**src/ois_pkg.sv**
```systemverilog
// Shared types and constants for the ordered integer set.
// No dependencies; imported by ois_mem, ois_ctrl and ordered_integer_set_top.
`default_nettype none

package ois_pkg;

    localparam int CAPACITY = 16;
    localparam int ADDR_W   = 4;
    localparam int CNT_W    = 5;
    localparam int DATA_W   = 32;

    localparam logic [CNT_W-1:0] CAP_CNT = CNT_W'(CAPACITY);

    localparam logic [1:0] ACT_INSERT = 2'd0;
    localparam logic [1:0] ACT_REMOVE = 2'd1;
    localparam logic [1:0] ACT_QUERY  = 2'd2;
    localparam logic [1:0] ACT_READ   = 2'd3;

    localparam logic [1:0] ST_OK      = 2'd0;
    localparam logic [1:0] ST_HAVE    = 2'd1;
    localparam logic [1:0] ST_MISSING = 2'd2;
    localparam logic [1:0] ST_REFUSED = 2'd3;

    typedef struct packed {
        logic              we;
        logic [ADDR_W-1:0] waddr;
        logic [DATA_W-1:0] wdata;
        logic              re;
        logic [ADDR_W-1:0] raddr;
    } mem_req_t;

    typedef struct packed {
        logic              present;
        logic [1:0]        status;
        logic [CNT_W-1:0]  count;
        logic [DATA_W-1:0] data;
    } result_t;

endpackage

`default_nettype wire

```
**src/ois_mem.sv**
```systemverilog
// Entry store: one write port, one read port with registered read data.
// Depends on ois_pkg.
`default_nettype none

module ois_mem
    import ois_pkg::*;
(
    input  wire logic              aclk,
    input  wire mem_req_t          req,
    output logic      [DATA_W-1:0] q
);

    logic [DATA_W-1:0] mem [CAPACITY];

    always_ff @(posedge aclk) begin
        if (req.we) begin
            mem[req.waddr] <= req.wdata;
        end
        if (req.re) begin
            q <= mem[req.raddr];
        end
    end

endmodule

`default_nettype wire

```
**src/ois_ctrl.sv**
```systemverilog
// Sequencer: walks the entry store to search, shifts entries down on
// remove, and builds one result per item. Depends on ois_pkg.
`default_nettype none

module ois_ctrl
    import ois_pkg::*;
(
    input  wire logic              aclk,
    input  wire logic              aresetn,
    input  wire logic              in_valid,
    output logic                   in_ready,
    input  wire logic [1:0]        in_action,
    input  wire logic [DATA_W-1:0] in_value,
    input  wire logic [ADDR_W-1:0] in_index,
    output mem_req_t               mem_req,
    input  wire logic [DATA_W-1:0] mem_q,
    output logic                   res_valid,
    input  wire logic              res_ready,
    output result_t                res
);

    localparam logic [2:0] S_IDLE   = 3'd0;
    localparam logic [2:0] S_SCAN   = 3'd1;
    localparam logic [2:0] S_SHIFT  = 3'd2;
    localparam logic [2:0] S_RDWAIT = 3'd3;
    localparam logic [2:0] S_DONE   = 3'd4;

    logic [2:0]        state_reg, state_next;
    logic [CNT_W-1:0]  count_reg, count_next;
    logic [CNT_W-1:0]  ptr_reg, ptr_next;
    logic              pend_reg, pend_next;
    logic [ADDR_W-1:0] pend_addr_reg, pend_addr_next;
    logic [1:0]        act_reg, act_next;
    logic [DATA_W-1:0] val_reg, val_next;
    logic [ADDR_W-1:0] idx_reg, idx_next;
    logic              present_reg, present_next;
    logic [1:0]        status_reg, status_next;
    logic [DATA_W-1:0] data_reg, data_next;
    logic              hit;

    always_ff @(posedge aclk) begin
        if (!aresetn) begin
            state_reg <= S_IDLE;
            count_reg <= '0;
            pend_reg  <= 1'b0;
        end else begin
            state_reg <= state_next;
            count_reg <= count_next;
            pend_reg  <= pend_next;
        end
    end

    always_ff @(posedge aclk) begin
        ptr_reg       <= ptr_next;
        pend_addr_reg <= pend_addr_next;
        act_reg       <= act_next;
        val_reg       <= val_next;
        idx_reg       <= idx_next;
        present_reg   <= present_next;
        status_reg    <= status_next;
        data_reg      <= data_next;
    end

    assign hit = pend_reg && (mem_q == val_reg);

    always_comb begin
        state_next     = state_reg;
        count_next     = count_reg;
        ptr_next       = ptr_reg;
        pend_next      = pend_reg;
        pend_addr_next = pend_addr_reg;
        act_next       = act_reg;
        val_next       = val_reg;
        idx_next       = idx_reg;
        present_next   = present_reg;
        status_next    = status_reg;
        data_next      = data_reg;
        mem_req        = '0;

        case (state_reg)
            S_IDLE: begin
                if (in_valid) begin
                    act_next   = in_action;
                    val_next   = in_value;
                    idx_next   = in_index;
                    ptr_next   = '0;
                    pend_next  = 1'b0;
                    state_next = S_SCAN;
                end
            end
            S_SCAN: begin
                if (hit || (ptr_reg == count_reg)) begin
                    // search settled: apply the action
                    present_next = hit;
                    status_next  = ST_OK;
                    data_next    = '0;
                    pend_next    = 1'b0;
                    state_next   = S_DONE;
                    case (act_reg)
                        ACT_INSERT: begin
                            if (hit) begin
                                status_next = ST_HAVE;
                            end else if (count_reg == CAP_CNT) begin
                                status_next = ST_REFUSED;
                            end else begin
                                mem_req.we    = 1'b1;
                                mem_req.waddr = count_reg[ADDR_W-1:0];
                                mem_req.wdata = val_reg;
                                count_next    = count_reg + 1'b1;
                            end
                        end
                        ACT_REMOVE: begin
                            if (!hit) begin
                                status_next = ST_MISSING;
                            end else begin
                                count_next = count_reg - 1'b1;
                                ptr_next   = {1'b0, pend_addr_reg} + 1'b1;
                                state_next = S_SHIFT;
                            end
                        end
                        ACT_QUERY: begin
                            if (!hit) begin
                                status_next = ST_MISSING;
                            end
                        end
                        default: begin
                            if ({1'b0, idx_reg} < count_reg) begin
                                mem_req.re    = 1'b1;
                                mem_req.raddr = idx_reg;
                                state_next    = S_RDWAIT;
                            end else begin
                                status_next = ST_REFUSED;
                            end
                        end
                    endcase
                end else begin
                    mem_req.re     = 1'b1;
                    mem_req.raddr  = ptr_reg[ADDR_W-1:0];
                    pend_next      = 1'b1;
                    pend_addr_next = ptr_reg[ADDR_W-1:0];
                    ptr_next       = ptr_reg + 1'b1;
                end
            end
            S_SHIFT: begin
                // write each fetched entry one place lower
                if (pend_reg) begin
                    mem_req.we    = 1'b1;
                    mem_req.waddr = pend_addr_reg - 1'b1;
                    mem_req.wdata = mem_q;
                end
                if (ptr_reg <= count_reg) begin
                    mem_req.re     = 1'b1;
                    mem_req.raddr  = ptr_reg[ADDR_W-1:0];
                    pend_next      = 1'b1;
                    pend_addr_next = ptr_reg[ADDR_W-1:0];
                    ptr_next       = ptr_reg + 1'b1;
                end else begin
                    pend_next = 1'b0;
                    if (!pend_reg) begin
                        state_next = S_DONE;
                    end
                end
            end
            S_RDWAIT: begin
                data_next  = mem_q;
                state_next = S_DONE;
            end
            S_DONE: begin
                if (res_ready) begin
                    state_next = S_IDLE;
                end
            end
            default: begin
                state_next = S_IDLE;
            end
        endcase
    end

    assign in_ready    = (state_reg == S_IDLE);
    assign res_valid   = (state_reg == S_DONE);
    assign res.present = present_reg;
    assign res.status  = status_reg;
    assign res.count   = count_reg;
    assign res.data    = data_reg;

endmodule

`default_nettype wire

```
**src/ordered_integer_set_top.sv**
```systemverilog
// Ordered integer set: top level with output register and checks.
// Each item is accepted, the stored entries are searched in order and the
// result is held; remove of a present value adds a shift-down of later
// entries, a good read adds a read wait. Throughput: one item at a time,
// bounded by the entry store's single read port, one entry per cycle.
// Reset: entry count cleared to zero (set empty); entry store not cleared.
`default_nettype none

module ordered_integer_set_top
    import ois_pkg::*;
(
    input  wire logic                     aclk,
    input  wire logic                     aresetn,
    input  wire logic                     s_valid,
    output logic                          s_ready,
    input  wire logic [1:0]               s_action,
    input  wire logic signed [DATA_W-1:0] s_value,
    input  wire logic [ADDR_W-1:0]        s_index,
    output logic                          m_valid,
    input  wire logic                     m_ready,
    output logic                          m_present,
    output logic [1:0]                    m_status,
    output logic [CNT_W-1:0]              m_count,
    output logic signed [DATA_W-1:0]      m_read_data
);

    mem_req_t          mem_req;
    logic [DATA_W-1:0] mem_q;
    logic              res_valid;
    logic              res_ready;
    result_t           res;

    logic              m_valid_reg;
    result_t           out_reg;

    // Entry store: the whole set lives here.
    ois_mem u_mem (
        .aclk (aclk),
        .req  (mem_req),
        .q    (mem_q)
    );

    // Sequencer: search, insert, shift-down on remove, indexed read.
    ois_ctrl u_ctrl (
        .aclk      (aclk),
        .aresetn   (aresetn),
        .in_valid  (s_valid),
        .in_ready  (s_ready),
        .in_action (s_action),
        .in_value  (s_value),
        .in_index  (s_index),
        .mem_req   (mem_req),
        .mem_q     (mem_q),
        .res_valid (res_valid),
        .res_ready (res_ready),
        .res       (res)
    );

    // Output register: take a new result beat when empty or being drained,
    // so the sequencer can return to idle while a result still waits.
    assign res_ready = !m_valid_reg || m_ready;

    always_ff @(posedge aclk) begin
        if (!aresetn) begin
            m_valid_reg <= 1'b0;
        end else if (res_ready) begin
            m_valid_reg <= res_valid;
        end
    end

    // Hold the payload while the beat waits; advance only on a new result.
    always_ff @(posedge aclk) begin
        if (res_valid && res_ready) begin
            out_reg <= res;
        end
    end

    assign m_valid     = m_valid_reg;
    assign m_present   = out_reg.present;
    assign m_status    = out_reg.status;
    assign m_count     = out_reg.count;
    assign m_read_data = out_reg.data;

    // The set never reports more entries than it can hold.
    a_count_bound: assert property (@(posedge aclk) disable iff (!aresetn)
        m_valid |-> (m_count <= CAP_CNT))
        else $error("count above capacity");

    // Only a good read returns nonzero data.
    a_data_ok: assert property (@(posedge aclk) disable iff (!aresetn)
        (m_valid && (m_read_data != '0)) |-> (m_status == ST_OK))
        else $error("read data on a failed or non-read beat");

    // Already-present status implies the presence flag; missing implies not.
    a_have_present: assert property (@(posedge aclk) disable iff (!aresetn)
        (m_valid && (m_status == ST_HAVE)) |-> m_present)
        else $error("already-present status without presence");

    a_missing_absent: assert property (@(posedge aclk) disable iff (!aresetn)
        (m_valid && (m_status == ST_MISSING)) |-> !m_present)
        else $error("missing status with presence");

endmodule

`default_nettype wire
```
**config.mk**
```make
export PLATFORM = sky130hd
export DESIGN_NAME = ordered_integer_set_top
export DESIGN_NICKNAME = d
export VERILOG_FILES = /design/src/ois_pkg.sv /design/src/ois_mem.sv /design/src/ois_ctrl.sv /design/src/ordered_integer_set_top.sv
export SDC_FILE = /design/constraint.sdc
export NUM_CORES = 1
export LEC_CHECK = 0
export BUFFER_PORTS_ARGS = -buffer_cell sky130_fd_sc_hd__clkbuf_2
export CAP_MARGIN = 15
export CORE_MARGIN = 4
export CORE_UTILIZATION = 50
export DETAILED_ROUTE_END_ITERATION = 16
export GPL_TIMING_DRIVEN = 0
export PLACE_DENSITY = 0.62
export SLEW_MARGIN = 10
export SYNTH_ARGS = -nofsm -noshare
export SYNTH_HDL_FRONTEND = slang
export SYNTH_SLANG_ARGS = --single-unit
```
**constraint.sdc**
```tcl
create_clock -name aclk -period 7.6 [get_ports aclk]
set_input_delay 0.38 -clock aclk [delete_from_list [all_inputs] [get_ports aclk]]
set_output_delay 0.38 -clock aclk [all_outputs]
set_load 0.01 [all_outputs]
```
==> impl_metrics.yaml <==
die:
  die_h_um: 241
  die_x_um: 241
  rows: 85
  dieArea_um2: 58000
  core_area_um2: 53700
  initial_core_util: 0.505
  num_io_pins: 84
placed_design:
  dp_hpwl_um: 46900
  place_ws_ns: 2.67
  portBuffers: 83
  gp_congestion: 0.848
  place_area_um2: 29000
grt:
  grt_max_degree: 24
  grt_pass1_vias: 15900
  antenna_found_initial: 1
  track_usage: 0.238
  grt_first_pass_wirelength_um: 100000
  overflow: 0
critical_path:
  cp-end-kind: "flop"
  cp_data_arrival_time_ns: 5.28
  path_class: "reg2reg"
  startpoint_type: "flop"
  path_max_fanout: 10
  required_ns: 7.93
  reg2reg_depth: 11
  r2r_setup_slack_ns: 2.65
timing:
  rsz0062_at_grt: "no"
  hold_violations: 0
  finalSetupViolCount: 0
  post-route-min-period_ns: 4.95
  max_freq_mhz: 202
  worst_slack_ns: 2.65
  slew_violations: 0
  worst_slew_pin_slew_ns: 1.07
  timing.slew.headroom: 0.287
  period_share: 0.651
  tns_ns: 0
  fin_skew_ns: 0.0245
clock_network:
  clk_pin_slew_ns: 0.06
  cts_buffer_depth: 3
  cts_buffers: 70
  cts_sinks: 676
  htreeDepth: 3
  cts_tree: "done"
  clock_latency_ns: 0.61
  root_buffer: "clkbuf_16"
logic_synthesis:
  ys_warn_count: 0
  yosys-mux-area-fraction: 0.0512
  ys.flop_type: "edfxtp_1"
  yosys.area_share.xor_xnor: 0.0139
  ys_seq_area_frac: 0.745
  ys_ff_latch: 676
  synthAdderAreaFrac: 0.00951
  synthSimpleGateAreaFrac: 0.0878
  synth_top_family_by_area: "simple AND/OR/NAND/NOR gates"
  synthCells: 1753
  synth-edff-count: 666
  avgSynthCellArea_um2: 15.5
  synth_compound_area_frac: 0.0709
  synth_area_um2: 27100
  syn_nets: 1815
  synth.distinct_cells: 57
  async_reset_ff_frac: 0
pwr:
  power_density_nw_per_um2: 270
  p_leak_nw: 10.5
  ir_worst_vdd_mv: 0.176
detailed_routing:
  dr.pass1.iters: 5
  drt_wl_total_um: 68400
  avgViaCountPerCell: 5.77
  via_count: 15600
  ant_nets: 0
  drc_errors: 0
  first_iter_violations: 1453
  drt-wirelength-per-cell_um: 25.2
final_layout:
  fillers: 4083
  drive_above_1_share: 0.167
  top_register: "u_mem.mem"
  largest_register_ffs: 512
  seq_area_um2: 20200
  final_cell_mix: "edfxtp_1, nand2_1, clkbuf_2, clkbuf_16, nand3_1"
  multi_input_area_um2: 6480
  mostFrequentLayoutCell: "edfxtp_1"
  nets: 2028
  design_area_um2: 31500
  area_growth_pct: 16.0
status:
  status: "complete, no violations"
hold_path:
  hold_depth: 4
  min_path_type: "in2reg"
job:
  maxCapViolations: 0
[worst paths after layout]
path                 startpoint        endpoint
max reg2reg  u_ctrl.val_reg[20]     u_mem.q[24]
min                     m_ready         m_valid
min reg2reg  u_ctrl.data_reg[4]  m_read_data[4]
max          u_ctrl.val_reg[20]     u_mem.q[24]
[where the power goes]
| part | switching, W | total, W | internal (W) |
|---|---|---|---|
| Clock | 0.00136 | 0.00316 | 0.00180 |
| Combinational | 0.000649 | 0.00101 | 0.000363 |
| Sequential | 0.000105 | 0.00431 | 0.00421 |
| Total | 0.00211 | 0.00849 | 0.00638 |
[cell type report]
class,instances,share of cell area
Antenna cell,1,0.0000796
Buffer,95,0.0166
Clock buffer,93,0.0611
Clock inverter,25,0.00481
Inverter,16,0.00191
Multi-Input combinational cell,966,0.206
Sequential cell,676,0.642
Tap cell,696,0.0277
Timing Repair Buffer,141,0.0397
[cell families (layout without fill, tap and decap cells)]
group                      Yosys count  in the layout
DFF                                676            676
and+or+nand+nor                    524            524
AOI/OAI and AO/OA                  248            248
muxes                              131            131
buffers and inverters              111            370
xor gates and xnor gates            43             43
adders and majority gates           20             20
other                                0              1
[cells in the mapped netlist, types with 2 or more instances]
| master | instances | area (um2) |
|---|---|---|
| clkbuf_1 | 22 | 82.6 |
| o22ai_1 | 34 | 213 |
| nor2b_1 | 9 | 56.3 |
| inv_1 | 15 | 56.3 |
| and3_1 | 5 | 31.3 |
| nor3_1 | 7 | 35.0 |
| a21o_1 | 4 | 30.0 |
| xor2_1 | 11 | 96.3 |
| nor2_1 | 32 | 120 |
| buf_2 | 54 | 270 |
| nand3b_1 | 31 | 233 |
| buf_6 | 8 | 90.1 |
| a22oi_1 | 5 | 37.5 |
| a22o_1 | 34 | 298 |
| nand2_1 | 310 | 1160 |
| o21ai_1 | 2 | 10.0 |
| a21oi_1 | 14 | 70.1 |
| edfxtp_1 | 666 | 20000 |
| nand2b_1 | 2 | 12.5 |
| mux2_1 | 45 | 507 |
| ha_1 | 19 | 238 |
| nand4_1 | 7 | 43.8 |
| nand3_1 | 70 | 350 |
| o221ai_1 | 31 | 272 |
| a22oi_4 | 2 | 42.5 |
| or2_2 | 2 | 12.5 |
| a21boi_0 | 3 | 22.5 |
| mux2i_1 | 69 | 691 |
| a31oi_1 | 35 | 219 |
| xnor2_1 | 32 | 280 |
| a211oi_2 | 31 | 388 |
| dfxtp_1 | 10 | 200 |
| o31ai_1 | 2 | 15.0 |
| o2bb2ai_1 | 2 | 17.5 |
| o21ai_0 | 40 | 200 |
| buf_4 | 10 | 75.1 |
| nor4b_1 | 2 | 17.5 |
| mux2_2 | 17 | 191 |
| and2_1 | 41 | 257 |
[what timing repair did]
item	4_1_cts	5_1_grt
buffers inserted	0	0
endpoints found under the hold margin	38	0
resized for setup	0	0
hold buffers	38	0
[worst max-delay path: stages, from the launching register on]
cell and delay (ns):
edfxtp_1 0.44, xnor2_1 0.45, nand4_1 0.36, nor3_1 0.51
nand3_2 0.39, a211oi_4 0.58, a22oi_1 0.39, inv_2 0.25
clkbuf_1 0.53, o221ai_1 0.30, a31oi_1 0.40, a211oi_2 0.06
[stage by stage]
stage,hold WS (ns),utilization,total power [W],cells
floorplan,0.400,-,0.00499,1753
global placement,0.404,0.529,0.00535,2532
detailed placement,0.405,0.540,0.00538,2552
CTS,0.137,0.586,0.00855,2708
global route,0.167,0.586,0.00878,2708
finish,0.165,0.586,0.00849,2709
[metal layers]
layer / GRT usage / wire [um] / vias to the layer above
li1: - / - / 7085
met1: 0.314 / 27500 / 7783
met2: 0.388 / 32600 / 623
met3: 0.0537 / 5790 / 141
met4: 0.0951 / 2550 / 0
met5: 0 / 0 / -
(Power assumes the default switching activity.)
